### config.mk
export PLATFORM = sky130hd
export DESIGN_NAME = differential_drive_turn_controller_top
export DESIGN_NICKNAME = d
export VERILOG_FILES = /design/src/ddtc_pkg.sv /design/src/ddtc_wheel.sv /design/src/ddtc_ctrl.sv /design/src/differential_drive_turn_controller_top.sv
export SDC_FILE = /design/constraint.sdc
export NUM_CORES = 2
export LEC_CHECK = 0
export BUFFER_PORTS_ARGS = -buffer_cell sky130_fd_sc_hd__buf_2
export CORE_MARGIN = 2
export CORE_UTILIZATION = 45
export DETAILED_ROUTE_END_ITERATION = 12
export PLACE_DENSITY = 0.64
export SLEW_MARGIN = 20
export SYNTH_ARGS = -nofsm -noshare
export SYNTH_HDL_FRONTEND = slang
export SYNTH_SLANG_ARGS = --single-unit
### constraint.sdc
create_clock -name clk -period 6.9 [get_ports clk]
set_input_delay 0.345 -clock clk [delete_from_list [all_inputs] [get_ports clk]]
set_output_delay 0.345 -clock clk [all_outputs]
set_load 0.02 [all_outputs]
### src/ddtc_pkg.sv
// Package for the differential-drive turn controller.
// Holds beat structs, register map, reset values and control structs.
// No dependencies.
`timescale 1ns / 1ps

package ddtc_pkg;

	// Fixed field widths
	localparam int SAMPLE_BITS    = 12;
	localparam int COUNT_BITS     = 16;
	localparam int STEP_BITS_DFLT = 8;
	localparam int KICK_STEPS     = 2;

	// Configuration port
	localparam int CFG_ADDR_W = 5;
	localparam int CFG_DATA_W = 32;

	localparam logic [2:0] REG_LEFT_BASE     = 3'd0;
	localparam logic [2:0] REG_LEFT_GAIN     = 3'd1;
	localparam logic [2:0] REG_RIGHT_BASE    = 3'd2;
	localparam logic [2:0] REG_RIGHT_GAIN    = 3'd3;
	localparam logic [2:0] REG_TURN_SLOPE    = 3'd4;
	localparam logic [2:0] REG_STEADY_OFFSET = 3'd5;
	localparam logic [2:0] REG_JOLT_PWM      = 3'd6;
	localparam logic [2:0] REG_RUN_LENGTHS   = 3'd7;

	// Register reset values
	localparam logic [15:0] RST_LEFT_BASE     = 16'd33970;
	localparam logic [11:0] RST_LEFT_GAIN     = 12'd404;
	localparam logic [15:0] RST_RIGHT_BASE    = 16'd29443;
	localparam logic [11:0] RST_RIGHT_GAIN    = 12'd448;
	localparam logic [11:0] RST_TURN_SLOPE    = 12'd368;
	localparam logic [7:0]  RST_STEADY_OFFSET = 8'hFC;
	localparam logic [15:0] RST_JOLT_PWM      = 16'd51440;
	localparam logic [31:0] RST_RUN_LENGTHS   = 32'd840512070;

	// Route codes
	localparam logic [1:0] ROUTE_FAR   = 2'd0;
	localparam logic [1:0] ROUTE_LEFT  = 2'd1;
	localparam logic [1:0] ROUTE_CLOSE = 2'd2;
	localparam logic [1:0] ROUTE_RIGHT = 2'd3;

	typedef struct packed {
		logic                   action;
		logic [SAMPLE_BITS-1:0] left_sample;
		logic [SAMPLE_BITS-1:0] right_sample;
	} item_t;

	typedef struct packed {
		logic [7:0]            left_pwm;
		logic [7:0]            right_pwm;
		logic [1:0]            route;
		logic                  driving;
		logic [COUNT_BITS-1:0] left_count;
		logic [COUNT_BITS-1:0] right_count;
	} result_t;

	typedef struct packed {
		logic [15:0]       left_base;
		logic [11:0]       left_gain;
		logic [15:0]       right_base;
		logic [11:0]       right_gain;
		logic [11:0]       turn_slope;
		logic signed [7:0] steady_offset;
		logic [15:0]       jolt_pwm;
		logic [31:0]       run_lengths;
	} cfg_t;

	// Sequencer strobes to a wheel lane
	typedef struct packed {
		logic load;    // beat accepted: form weighted sum
		logic quot;    // reciprocal multiply
		logic commit;  // correct quotient, hysteresis, count
		logic clear;   // listen state: counts restart
	} lane_ctl_t;

	// Sequencer strobes to the merge/feedback stage
	typedef struct packed {
		logic load;  // beat accepted: latch action, ramp product
		logic diff;  // error term
		logic mult;  // gain products
		logic fin;   // clamp and update state
	} ctrl_ctl_t;

	// Next controller state, shown on the result beat
	typedef struct packed {
		logic [7:0] left_pwm;
		logic [7:0] right_pwm;
		logic [1:0] route;
		logic       driving;
	} ctrl_stat_t;

endpackage

### src/ddtc_wheel.sv
// One wheel lane: smoothing filter with divide-by-ten, hysteresis, count.
// Depends on ddtc_pkg.
`timescale 1ns / 1ps

module ddtc_wheel import ddtc_pkg::*; (
	input  logic                   clk,
	input  logic                   arst_n,
	input  lane_ctl_t              ctl,
	input  logic [SAMPLE_BITS-1:0] sample,
	output logic [COUNT_BITS-1:0]  count
);

	// 3*avg + 7*sample stays below 16 * 2^SAMPLE_BITS
	localparam int SUM_W = SAMPLE_BITS + 4;
	localparam logic [SUM_W-1:0] RECIP = SUM_W'((64'd1 << SUM_W) / 64'd10);
	localparam logic [SAMPLE_BITS-1:0] THR_LO =
		SAMPLE_BITS'(((64'd1 << SAMPLE_BITS) * 64'd2) / 64'd10);
	localparam logic [SAMPLE_BITS-1:0] THR_HI =
		SAMPLE_BITS'(((64'd1 << SAMPLE_BITS) * 64'd8) / 64'd10);
	localparam logic [SUM_W-1:0] TEN = SUM_W'(10);

	logic [SAMPLE_BITS-1:0] avg_q;
	logic                   level_q;
	logic [COUNT_BITS-1:0]  cnt_q;

	logic [SUM_W-1:0]       x_s1, x_s2;
	logic [SAMPLE_BITS-1:0] q_s2;

	logic [SUM_W-1:0]       avg_x, smp_x, q_x, x_d, rem;
	logic [2*SUM_W-1:0]     prod;
	logic [SAMPLE_BITS-1:0] avg_d;
	logic                   toggle;

	// Weighted sum: 3*avg as 2a+a, 7*s as 8s-s
	assign avg_x = SUM_W'(avg_q);
	assign smp_x = SUM_W'(sample);
	assign x_d   = (avg_x << 1) + avg_x + (smp_x << 3) - smp_x;

	// Quotient estimate, low by at most one
	assign prod = {{SUM_W{1'b0}}, x_s1} * {{SUM_W{1'b0}}, RECIP};

	// Remainder check fixes the estimate
	assign q_x   = SUM_W'(q_s2);
	assign rem   = x_s2 - ((q_x << 3) + (q_x << 1));
	assign avg_d = (rem >= TEN) ? q_s2 + SAMPLE_BITS'(1) : q_s2;

	assign toggle = (!level_q && (avg_d > THR_HI)) || (level_q && (avg_d < THR_LO));

	// Datapath stages
	always_ff @(posedge clk) begin
		if (ctl.load) begin
			x_s1 <= x_d;
		end
		if (ctl.quot) begin
			x_s2 <= x_s1;
			q_s2 <= prod[SUM_W +: SAMPLE_BITS];
		end
	end

	// Filter, level and count state
	always_ff @(posedge clk or negedge arst_n) begin
		if (!arst_n) begin
			avg_q   <= '0;
			level_q <= 1'b0;
			cnt_q   <= '0;
		end else if (ctl.commit) begin
			avg_q <= avg_d;
			if (toggle) begin
				level_q <= !level_q;
			end
			if (ctl.clear) begin
				cnt_q <= '0;
			end else if (toggle) begin
				cnt_q <= cnt_q + COUNT_BITS'(1);
			end
		end
	end

	assign count = cnt_q;

endmodule

### src/ddtc_ctrl.sv
// Merge stage: combines both lane counts into the steering error, applies
// Q8 feedback, jolt and run-length sequencing. Depends on ddtc_pkg.
`timescale 1ns / 1ps

module ddtc_ctrl import ddtc_pkg::*; #(
	parameter int STEP_BITS = STEP_BITS_DFLT
) (
	input  logic                  clk,
	input  logic                  arst_n,
	input  ctrl_ctl_t             ctl,
	input  cfg_t                  cfg,
	input  logic                  action,
	input  logic [COUNT_BITS-1:0] left_count,
	input  logic [COUNT_BITS-1:0] right_count,
	output ctrl_stat_t            nxt,
	output logic                  listen
);

	localparam int DIFF_W = COUNT_BITS + 2;
	localparam int RAMP_W = 12 + STEP_BITS;
	localparam int DW     = ((DIFF_W + 8 > RAMP_W) ? DIFF_W + 8 : RAMP_W) + 2;
	localparam int PW     = DW + 13;
	localparam int SW     = PW + 1;
	localparam int LEN_W  = (STEP_BITS > 9) ? STEP_BITS : 9;

	logic [7:0]           lpwm_q, rpwm_q;
	logic [1:0]           route_q;
	logic                 drive_q;
	logic [STEP_BITS-1:0] step_q;

	logic                 action_s1;
	logic [RAMP_W-1:0]    ramp_s1;
	logic signed [DW-1:0] d_s2;
	logic signed [PW-1:0] lp_s3, rp_s3;

	logic signed [DIFF_W-1:0] diff;
	logic [DW-1:0]            dsh, rampx, d_d;
	logic [SW-1:0]            lsum, rsum;
	logic [7:0]               len_byte, lduty, rduty;
	logic [LEN_W-1:0]         len_w;
	logic [STEP_BITS-1:0]     step_inc, step_d;
	logic [7:0]               lpwm_d, rpwm_d;
	logic [1:0]               route_d;
	logic                     drive_d;

	// Floor of a Q.16 value, clamped to 0..255
	function automatic logic [7:0] to_duty(input logic [SW-1:0] q);
		logic [7:0] v;
		if (q[SW-1]) begin
			v = 8'd0;
		end else if (|q[SW-2:24]) begin
			v = 8'hFF;
		end else begin
			v = q[23:16];
		end
		return v;
	endfunction

	// Error term: (L - R + offset) << 8, minus/plus the ramp by route
	assign diff = $signed({2'b00, left_count}) - $signed({2'b00, right_count})
		+ $signed({{(DIFF_W-8){cfg.steady_offset[7]}}, cfg.steady_offset});
	assign dsh   = {{(DW-DIFF_W-8){diff[DIFF_W-1]}}, diff, 8'h00};
	assign rampx = {{(DW-RAMP_W){1'b0}}, ramp_s1};

	always_comb begin
		case (route_q)
			ROUTE_LEFT:  d_d = dsh - rampx;
			ROUTE_RIGHT: d_d = dsh + rampx;
			default:     d_d = dsh;
		endcase
	end

	// Base in Q.16 against the gain products
	assign lsum = {{(SW-24){1'b0}}, cfg.left_base, 8'h00} - {lp_s3[PW-1], lp_s3};
	assign rsum = {{(SW-24){1'b0}}, cfg.right_base, 8'h00} + {rp_s3[PW-1], rp_s3};
	assign lduty = to_duty(lsum);
	assign rduty = to_duty(rsum);

	// Run length of the current route, zero byte means 256
	assign len_byte = cfg.run_lengths[route_q*8 +: 8];
	assign len_w    = LEN_W'({(len_byte == 8'd0), len_byte});
	assign step_inc = step_q + STEP_BITS'(1);

	// Next controller state
	always_comb begin
		lpwm_d  = lpwm_q;
		rpwm_d  = rpwm_q;
		route_d = route_q;
		drive_d = drive_q;
		step_d  = step_q;
		if (!drive_q) begin
			route_d = route_q + 2'd1;
			drive_d = 1'b1;
			step_d  = '0;
		end else if (action_s1) begin
			if (step_q < STEP_BITS'(KICK_STEPS)) begin
				lpwm_d = cfg.jolt_pwm[7:0];
				rpwm_d = cfg.jolt_pwm[15:8];
			end else begin
				lpwm_d = lduty;
				rpwm_d = rduty;
			end
			step_d = step_inc;
			if (step_inc == len_w[STEP_BITS-1:0]) begin
				lpwm_d  = 8'd0;
				rpwm_d  = 8'd0;
				drive_d = 1'b0;
			end
		end
	end

	// Feedback pipeline
	always_ff @(posedge clk) begin
		if (ctl.load) begin
			action_s1 <= action;
			ramp_s1   <= {{STEP_BITS{1'b0}}, cfg.turn_slope} * RAMP_W'(step_q);
		end
		if (ctl.diff) begin
			d_s2 <= $signed(d_d);
		end
		if (ctl.mult) begin
			lp_s3 <= $signed({1'b0, cfg.left_gain}) * d_s2;
			rp_s3 <= $signed({1'b0, cfg.right_gain}) * d_s2;
		end
	end

	// Drive state
	always_ff @(posedge clk or negedge arst_n) begin
		if (!arst_n) begin
			lpwm_q  <= '0;
			rpwm_q  <= '0;
			route_q <= ROUTE_FAR;
			drive_q <= 1'b1;
			step_q  <= '0;
		end else if (ctl.fin) begin
			lpwm_q  <= lpwm_d;
			rpwm_q  <= rpwm_d;
			route_q <= route_d;
			drive_q <= drive_d;
			step_q  <= step_d;
		end
	end

	assign nxt.left_pwm  = lpwm_d;
	assign nxt.right_pwm = rpwm_d;
	assign nxt.route     = route_d;
	assign nxt.driving   = drive_d;
	assign listen        = !drive_q;

endmodule

### src/differential_drive_turn_controller_top.sv
// Each accepted item beat passes the wheel-lane divide-by-ten (reciprocal
// multiply, then correction) and the three-stage error/gain-multiply/clamp
// chain; a new item is stalled until the current one has finished that chain.
// The result register lets the next item enter while a result waits.
// Reset (arst_n, async): registers to defaults, filters and counts zero,
// drive state on the far route with both duties zero.
`timescale 1ns / 1ps

module differential_drive_turn_controller_top import ddtc_pkg::*; #(
	parameter int STEP_BITS = STEP_BITS_DFLT
) (
	input  logic                  clk,
	input  logic                  arst_n,
	// item channel
	input  logic                  item_valid,
	output logic                  item_stall,
	input  item_t                 item,
	// result channel
	output logic                  result_valid,
	input  logic                  result_stall,
	output result_t               result,
	// register port
	input  logic                  psel,
	input  logic                  penable,
	input  logic                  pwrite,
	input  logic [CFG_ADDR_W-1:0] paddr,
	input  logic [CFG_DATA_W-1:0] pwdata,
	output logic [CFG_DATA_W-1:0] prdata,
	output logic                  pready
);

	cfg_t       cfg_q;
	logic [4:0] seq_q;
	logic       res_valid_q;
	result_t    res_q;

	logic       accept, fin, hold, wr, listen;
	logic [2:0] reg_idx;
	lane_ctl_t  lane_ctl;
	ctrl_ctl_t  ctrl_ctl;
	ctrl_stat_t nxt;
	logic [COUNT_BITS-1:0] left_count, right_count;

	// Handshakes
	assign item_stall = |seq_q;
	assign accept     = item_valid && !item_stall;
	assign hold       = seq_q[4] && res_valid_q && result_stall;
	assign fin        = seq_q[4] && !hold;

	// Phase sequencer, one-hot
	always_ff @(posedge clk or negedge arst_n) begin
		if (!arst_n) begin
			seq_q <= '0;
		end else if (accept) begin
			seq_q <= 5'b00001;
		end else if (!hold) begin
			seq_q <= seq_q << 1;
		end
	end

	assign lane_ctl.load   = accept;
	assign lane_ctl.quot   = seq_q[0];
	assign lane_ctl.commit = seq_q[1];
	assign lane_ctl.clear  = listen;

	assign ctrl_ctl.load = accept;
	assign ctrl_ctl.diff = seq_q[2];
	assign ctrl_ctl.mult = seq_q[3];
	assign ctrl_ctl.fin  = fin;

	// Wheel lanes
	ddtc_wheel u_left (
		.clk    (clk),
		.arst_n (arst_n),
		.ctl    (lane_ctl),
		.sample (item.left_sample),
		.count  (left_count)
	);

	ddtc_wheel u_right (
		.clk    (clk),
		.arst_n (arst_n),
		.ctl    (lane_ctl),
		.sample (item.right_sample),
		.count  (right_count)
	);

	// Merge and feedback
	ddtc_ctrl #(
		.STEP_BITS (STEP_BITS)
	) u_ctrl (
		.clk         (clk),
		.arst_n      (arst_n),
		.ctl         (ctrl_ctl),
		.cfg         (cfg_q),
		.action      (item.action),
		.left_count  (left_count),
		.right_count (right_count),
		.nxt         (nxt),
		.listen      (listen)
	);

	// Result register
	always_ff @(posedge clk or negedge arst_n) begin
		if (!arst_n) begin
			res_valid_q <= 1'b0;
		end else if (fin) begin
			res_valid_q <= 1'b1;
		end else if (!result_stall) begin
			res_valid_q <= 1'b0;
		end
	end

	always_ff @(posedge clk) begin
		if (fin) begin
			res_q.left_pwm    <= nxt.left_pwm;
			res_q.right_pwm   <= nxt.right_pwm;
			res_q.route       <= nxt.route;
			res_q.driving     <= nxt.driving;
			res_q.left_count  <= left_count;
			res_q.right_count <= right_count;
		end
	end

	assign result_valid = res_valid_q;
	assign result       = res_q;

	// Register file
	assign pready  = 1'b1;
	assign wr      = psel && penable && pwrite && pready;
	assign reg_idx = paddr[4:2];

	always_ff @(posedge clk or negedge arst_n) begin
		if (!arst_n) begin
			cfg_q.left_base     <= RST_LEFT_BASE;
			cfg_q.left_gain     <= RST_LEFT_GAIN;
			cfg_q.right_base    <= RST_RIGHT_BASE;
			cfg_q.right_gain    <= RST_RIGHT_GAIN;
			cfg_q.turn_slope    <= RST_TURN_SLOPE;
			cfg_q.steady_offset <= RST_STEADY_OFFSET;
			cfg_q.jolt_pwm      <= RST_JOLT_PWM;
			cfg_q.run_lengths   <= RST_RUN_LENGTHS;
		end else if (wr) begin
			case (reg_idx)
				REG_LEFT_BASE:     cfg_q.left_base     <= pwdata[15:0];
				REG_LEFT_GAIN:     cfg_q.left_gain     <= pwdata[11:0];
				REG_RIGHT_BASE:    cfg_q.right_base    <= pwdata[15:0];
				REG_RIGHT_GAIN:    cfg_q.right_gain    <= pwdata[11:0];
				REG_TURN_SLOPE:    cfg_q.turn_slope    <= pwdata[11:0];
				REG_STEADY_OFFSET: cfg_q.steady_offset <= pwdata[7:0];
				REG_JOLT_PWM:      cfg_q.jolt_pwm      <= pwdata[15:0];
				REG_RUN_LENGTHS:   cfg_q.run_lengths   <= pwdata;
				default: ;
			endcase
		end
	end

	// Read mux
	always_comb begin
		case (reg_idx)
			REG_LEFT_BASE:     prdata = CFG_DATA_W'(cfg_q.left_base);
			REG_LEFT_GAIN:     prdata = CFG_DATA_W'(cfg_q.left_gain);
			REG_RIGHT_BASE:    prdata = CFG_DATA_W'(cfg_q.right_base);
			REG_RIGHT_GAIN:    prdata = CFG_DATA_W'(cfg_q.right_gain);
			REG_TURN_SLOPE:    prdata = CFG_DATA_W'(cfg_q.turn_slope);
			REG_STEADY_OFFSET: prdata = {{(CFG_DATA_W-8){1'b0}}, cfg_q.steady_offset};
			REG_JOLT_PWM:      prdata = CFG_DATA_W'(cfg_q.jolt_pwm);
			REG_RUN_LENGTHS:   prdata = cfg_q.run_lengths;
			default:           prdata = '0;
		endcase
	end

`ifndef SYNTHESIS
	// Sequencer runs one phase at a time
	a_seq_onehot: assert property (@(posedge clk) disable iff (!arst_n)
		$onehot0(seq_q))
		else $error("sequencer has more than one phase active");

	// A result beat appears only after a finalize phase
	a_res_from_fin: assert property (@(posedge clk) disable iff (!arst_n)
		$rose(result_valid) |-> $past(fin))
		else $error("result beat without finalize");

	// In listen state both duties are off
	a_listen_idle: assert property (@(posedge clk) disable iff (!arst_n)
		(result_valid && !result.driving) |->
			(result.left_pwm == 8'd0 && result.right_pwm == 8'd0))
		else $error("nonzero duty in listen state");

	// An accepted item starts the lanes on the next cycle
	a_accept_start: assert property (@(posedge clk) disable iff (!arst_n)
		accept |=> (seq_q[0] && item_stall))
		else $error("accepted item did not start the sequencer");
`endif

endmodule

# Yosys cells after proc, flatten, opt, wreduce, memory -nomap -nowiden

Index checks and enable logic that the tools add are counted.
Widths: inputs -> output; s select.

$add $sub $neg: 22
$mul: 5
$lt $le $gt $ge: 7
Equal/unequal tests: 15
Shift operators: 1
Muxes and demuxes: 30
Reductions and logical operators: 33

Operators with widths:

| operator               | number |
|---|---|
| $pmux 32 s8            | 1 |
| $mux 8                 | 14 |
| $mul 13x28->41         | 2 |
| $mux 16                | 4 |
| $mul 16x13->28 const B | 2 |
| $pmux 28 s2            | 1 |
| $add 25x41->42         | 1 |
| $sub 25x41->42         | 1 |
| $reduce_or 17->1       | 2 |
| $add 15x13->16         | 2 |
| $add 16x1->16 const B  | 2 |
| $add 16x15->16         | 2 |
| $ge 16x4->1 const B    | 2 |
| $shiftx 32x6->8        | 1 |
| $sub 16x12->16         | 2 |
| $sub 16x16->16         | 2 |
| $add 13x12->14         | 2 |
| $add 26x21->27         | 1 |
| $sub 26x21->27         | 1 |
| $reduce_and 2->1       | 13 |
| $add 12x1->12 const B  | 2 |
| $gt 12x12->1 const B   | 2 |
| $lt 12x10->1 const B   | 2 |
| $mux 12                | 2 |
| 22 further kinds       | 47 |

Register bits after elaboration: 485
Bits of input ports: 69
Output and inout bits: 86
Logic and storage cells: 151

# Depth between registers and ports, before layout

Depth after elaboration: 9
Gate-level depth with buffers: 27
Depth with buffers taken out: 26

# By module

Synthesis repeated with hierarchy kept, for this count alone.

Cell total of the unflattened synthesis: 6,328
Area total of the unflattened synthesis: 61,641.6 um^2

Modules (own cells, without submodules):

| module                                 | times used | cells each | area an instance (um^2) | sequential area each (um^2) |
|---|---|---|---|---|
| ddtc_ctrl                              | 1          | 4,085      | 36,517.5                | 4,340.4 |
| ddtc_wheel at u_right                  | 1          | 878        | 8,812.2                 | 2,047.0 |
| ddtc_wheel at u_left                   | 1          | 876        | 8,732.1                 | 2,047.0 |
| differential_drive_turn_controller_top | 1          | 489        | 7,579.8                 | 4,845.9 |

# Worst setup path before layout

Ideal clock, no wire load.

Path type: register to register
Start: register cfg_q[75] (netlist bit)
End: register u_ctrl.rp_s3[38] (data pin)
Setup time: 0.258 ns
Data arrival time: 6.384 ns
Required time: 6.642 ns
Path slack: 0.259 ns
Stages on the path, launching flop included: 26
Path buffers: 2
Period minus slack after synthesis: 6.641 ns
Cell sequence: dfstp_2 > clkbuf_1 > clkbuf_1 > nand2_1 > fa_1 > fa_1 > fa_1 > inv_1 > fa_1 > inv_1 > fa_1 > inv_1 > ha_1 > a21o_1 > a21oi_1 > o221ai_1 > and4_1 > a21oi_1 > a311oi_1 > o31ai_1 > o21ai_0 > and2_1 > a221oi_1 > o311a_1 > nor2b_1 > xnor2_1

Word-level cells in the longest chain between the ends: 1

RTL lines:

| what                 | line                                         | text |
|---|---|---|
| from (decl)          | differential_drive_turn_controller_top.sv:32 | `cfg_t cfg_q;` |
| $mul 13x28->41       | ddtc_ctrl.sv:123                             | `rp_s3 <= $signed({1'b0, cfg.right_gain}) * d_s2;` |
| to (signal assigned) | ddtc_ctrl.sv:123                             |  |
| to (decl)            | ddtc_ctrl.sv:34                              | `logic signed [PW-1:0] lp_s3, rp_s3;` |

Every way passes these cells.
A chain may end at the register's enable or synchronous reset.

# Worst setup path in the final report

Start: register cfg_q[98] (netlist bit)
End: register u_ctrl.lp_s3[39] (data pin)

Word-level cells in the longest chain between the ends: 1

RTL lines:

| what                 | line             | text |
|---|---|---|
| $mul 13x28->41       | ddtc_ctrl.sv:122 | `lp_s3 <= $signed({1'b0, cfg.left_gain}) * d_s2;` |
| to (signal assigned) | ddtc_ctrl.sv:122 |  |
| to (decl)            | ddtc_ctrl.sv:34  |  |

Every way passes these cells.

==> flow_metrics.tcl <==
set metrics [dict create \
    status "complete, no violations" \
    hold_depth 3 \
    initial_utilization 0.4538 \
    grt_usage 0.2234 \
    worstSetupPathType "reg -> reg" \
    netlist_area_um2 59740 \
    ys_ff_latch 476 \
    grt_pass1_vias 44937 \
    reg2reg_setup_slack_ps 230 \
    ios 155 \
    drtIter0Drc 2851 \
    cp.arrival_ps 7080 \
    slowest_stage "dfstp_2" \
    dieArea_um2 135700 \
    dpl_worst_slack_ps 37.41 \
    synth_cells 6126 \
    r2r_cells 24 \
    slew-limit-headroom 0.2076 \
    hold_viol_final 0 \
    period_share 0.9672 \
    cpMostUsedCell "fa_1" \
    fmax_mhz 149.8 \
    reg2reg_to "u_ctrl.lp_s3[39]$_DFFE_PP_" \
    synth_top_area_frac 0.2681 \
    numClockSinks 476 \
    start_kind "flip-flop" \
    htree_levels 2 \
    max_stage_delay_ps 660 \
    final_antenna_net_count 0 \
    fp.coreArea_um2 131600 \
    synth.top_cells.by_count "1,098 x inv_1, 800 x fa_1, 662 x nand2_1, 606 x ha_1, 315 x and2_1" \
    hold_slack_ps 69.16 \
    final_max_slew_viol_count 0 \
    die_y_um 368.4 \
    die_w_um 368.4 \
    mappedNetlistNets 7601 \
    num_vias 43343 \
    grt-ovfl-total 0 \
    grt_max_degree 132 \
    min_from "pwdata[9]" \
    antenna_found_initial 3 \
    drive_above_1_share 0.1039 \
    drt-vias-per-instance 5.371 \
    worstPathRequired_ps 7310 \
    gp_congestion 0.9001 \
    finalNetCount 7740 \
    path_max_fanout 16 \
    clkLatencyLatePin_ps 720 \
    setup_ws_ps 226.5 \
    cts_root_buffer "clkbuf_16" \
    r2r_start "cfg_q[98]$_DFFE_PN1P_" \
    endpoint_kind "flip-flop" \
    syn_to_final_growth_pct 9.363 \
    cap_violations 0 \
    synth_cell_types 98 \
    hpwl_um 119300 \
    cp_cell_sequence "buf_4 > nand2_1 > fa_1 > inv_1 > fa_1 > fa_1 > inv_1 > fa_1 > fa_1 > inv_1 > ha_1 > a21oi_1 > nor2b_1 > o21ai_0 > o21a_1 > o311a_1 > o21ai_1 > a311o_1 > a21boi_1 > a211oi_1 > nor3_2 > o21bai_1 > a21oi_1 > xnor2_1" \
    hp-class "in -> reg" \
    clkSlewWorstSetupHoldPaths_ps 60 \
    yosysMostFrequentCell "inv_1" \
    setup_viol 0 \
    cts_tree "done" \
    drc 0 \
    clock_path_buffers 3 \
    numPortBuffers 151 \
    ys_top_cells_by_area "fa_1 27%, edfxtp_1 13%, ha_1 13%" \
    rows 133 \
    clock_skew_ps 73.06 \
    synth_edf_count 261 \
    drt-total-wl_um 148900 \
    synth_largest_area_cell "fa_1" \
    cts_buffers 56 \
    async_reset_ff_frac 0.4517 \
    hold_path_end "cfg_q[65]$_DFFE_PN0P_" \
    fin_util 0.4963 \
    grt_pass1_wl_um 241600 \
    dr.pass1.iters 6 \
    yosys_warnings 0 \
    wl_per_cell_um 18.45 \
    syn_area_per_cell_um2 9.751 \
    yosysSeqAreaShare 0.2223 \
    min_period_ps 6673 \
    synth_ff_type "edfxtp_1" \
    tightestPinTransition_ps 1184 \
]
[state kept, by name, indices dropped and copies added (netlist names), 12 cells and up]
register / count
cfg_q: 124
result: 51
u_ctrl.d_s2: 27
u_ctrl.lp_s3: 41
u_ctrl.ramp_s1: 20
u_ctrl.rp_s3: 33
u_left.avg_q: 12
u_left.count: 16
u_left.q_s2: 12
u_left.x_s1: 16
u_left.x_s2: 16
u_right.avg_q: 12
u_right.count: 16
u_right.q_s2: 12
u_right.x_s1: 16
u_right.x_s2: 16
[cell families (layout without fill, tap and decap cells)]
family | Yosys count | after routing | synth area share
xor+xnor | 254 | 254 | 0.03724
compound gates | 852 | 852 | 0.09643
fa+ha+maj | 1406 | 1406 | 0.3950
buf+inv | 1335 | 1522 | 0.08447
other cells | 1 | 3 | 0.00006277
mux | 175 | 175 | 0.03420
simple gates | 1627 | 1627 | 0.1303
flops | 476 | 476 | 0.2223
[worst max-delay path: cells and delay by family, from the launching register on]
| kind | cells | cell delay [ps] |
|---|---|---|
| compound gates | 10 | 1920 |
| xor+xnor | 1 | 80 |
| fa+ha+maj | 6 | 2890 |
| buf+inv | 4 | 420 |
| flops | 1 | 660 |
| simple gates | 3 | 390 |
[per-stage QoR]
step                      cells  TNS [ps]  instance area (um2)
after global routing       8068    -11.26                65330
after global placement     7927         0                62920
after CTS                  8058         0                65200
final                      8070         0                65330
after detailed placement   7927         0                62930
after floorplan            6126         0                59740
[final cells by class]
class	count	area (um2)
fillers	12030	66300
multi-input cells	4315	41490
flip-flops and latches	476	13290
inverters	1101	4133
well taps	1755	2196
repair buffers	315	2185
clock buffers	69	1584
clock inverters	37	445.4
diodes	2	5.005
[worst max-delay path by stage]
| stage | from | slack, ps | end |
|---|---|---|---|
| after CTS | u_ctrl.d_s2[3]$_DFFE_PP_ | 2 | u_ctrl.lp_s3[40]$_DFFE_PP_ |
| after global placement | cfg_q[69]$_DFFE_PN0P_ | 70 | u_ctrl.rp_s3[37]$_DFFE_PP_ |
| after floorplan | cfg_q[75]$_DFFE_PN1P_ | 260 | u_ctrl.rp_s3[38]$_DFFE_PP_ |
| after detailed placement | cfg_q[69]$_DFFE_PN0P_ | 40 | u_ctrl.rp_s3[38]$_DFFE_PP_ |
| final | cfg_q[98]$_DFFE_PN1P_ | 230 | u_ctrl.lp_s3[39]$_DFFE_PP_ |
| after global routing | cfg_q[75]$_DFFE_PN1P_ | -10 | u_ctrl.rp_s3[40]$_DFFE_PP_ |
[metal layers]
| layer | global-route usage | routed length (um) |
|---|---|---|
| met2 | 0.3795 | 72330 |
| met1 | 0.3005 | 64060 |
| met4 | 0.05636 | 3733 |
| met5 | 0 | 0 |
| met3 | 0.03065 | 8756 |
[layout by cell type, fill, tap and decap left out, types with 23 or more instances in the layout]
cell type	count
xnor2_1	192
nand3_1	64
dlygate4sd3_1	23
nand2b_1	26
dfstp_2	50
a31oi_1	28
buf_4	128
clkbuf_16	59
a21o_1	67
o21ai_0	159
nor2_1	273
and3_1	24
a21oi_1	207
inv_1	1097
buf_2	151
dfrtp_1	157
nor4_1	28
o21a_1	30
nand2_1	662
xor2_1	62
ha_1	606
and2_1	314
nor2b_1	33
nor3_1	78
o21bai_1	60
edfxtp_1	261
mux2_2	133
a22oi_1	34
mux2i_1	32
fa_1	800
nand4_1	35
[repair_timing]
action,4_1_cts,5_1_grt
setup buffers,2,10
hold buffers,23,0
endpoints found under the setup margin,1,12
endpoints found under the hold margin,86,0
pin swaps,0,4
gates resized for setup,0,15
cloned,0,0
Power is not shown: default switching activity piles up to over one toggle a cycle in this logic, so the estimate is an artifact.
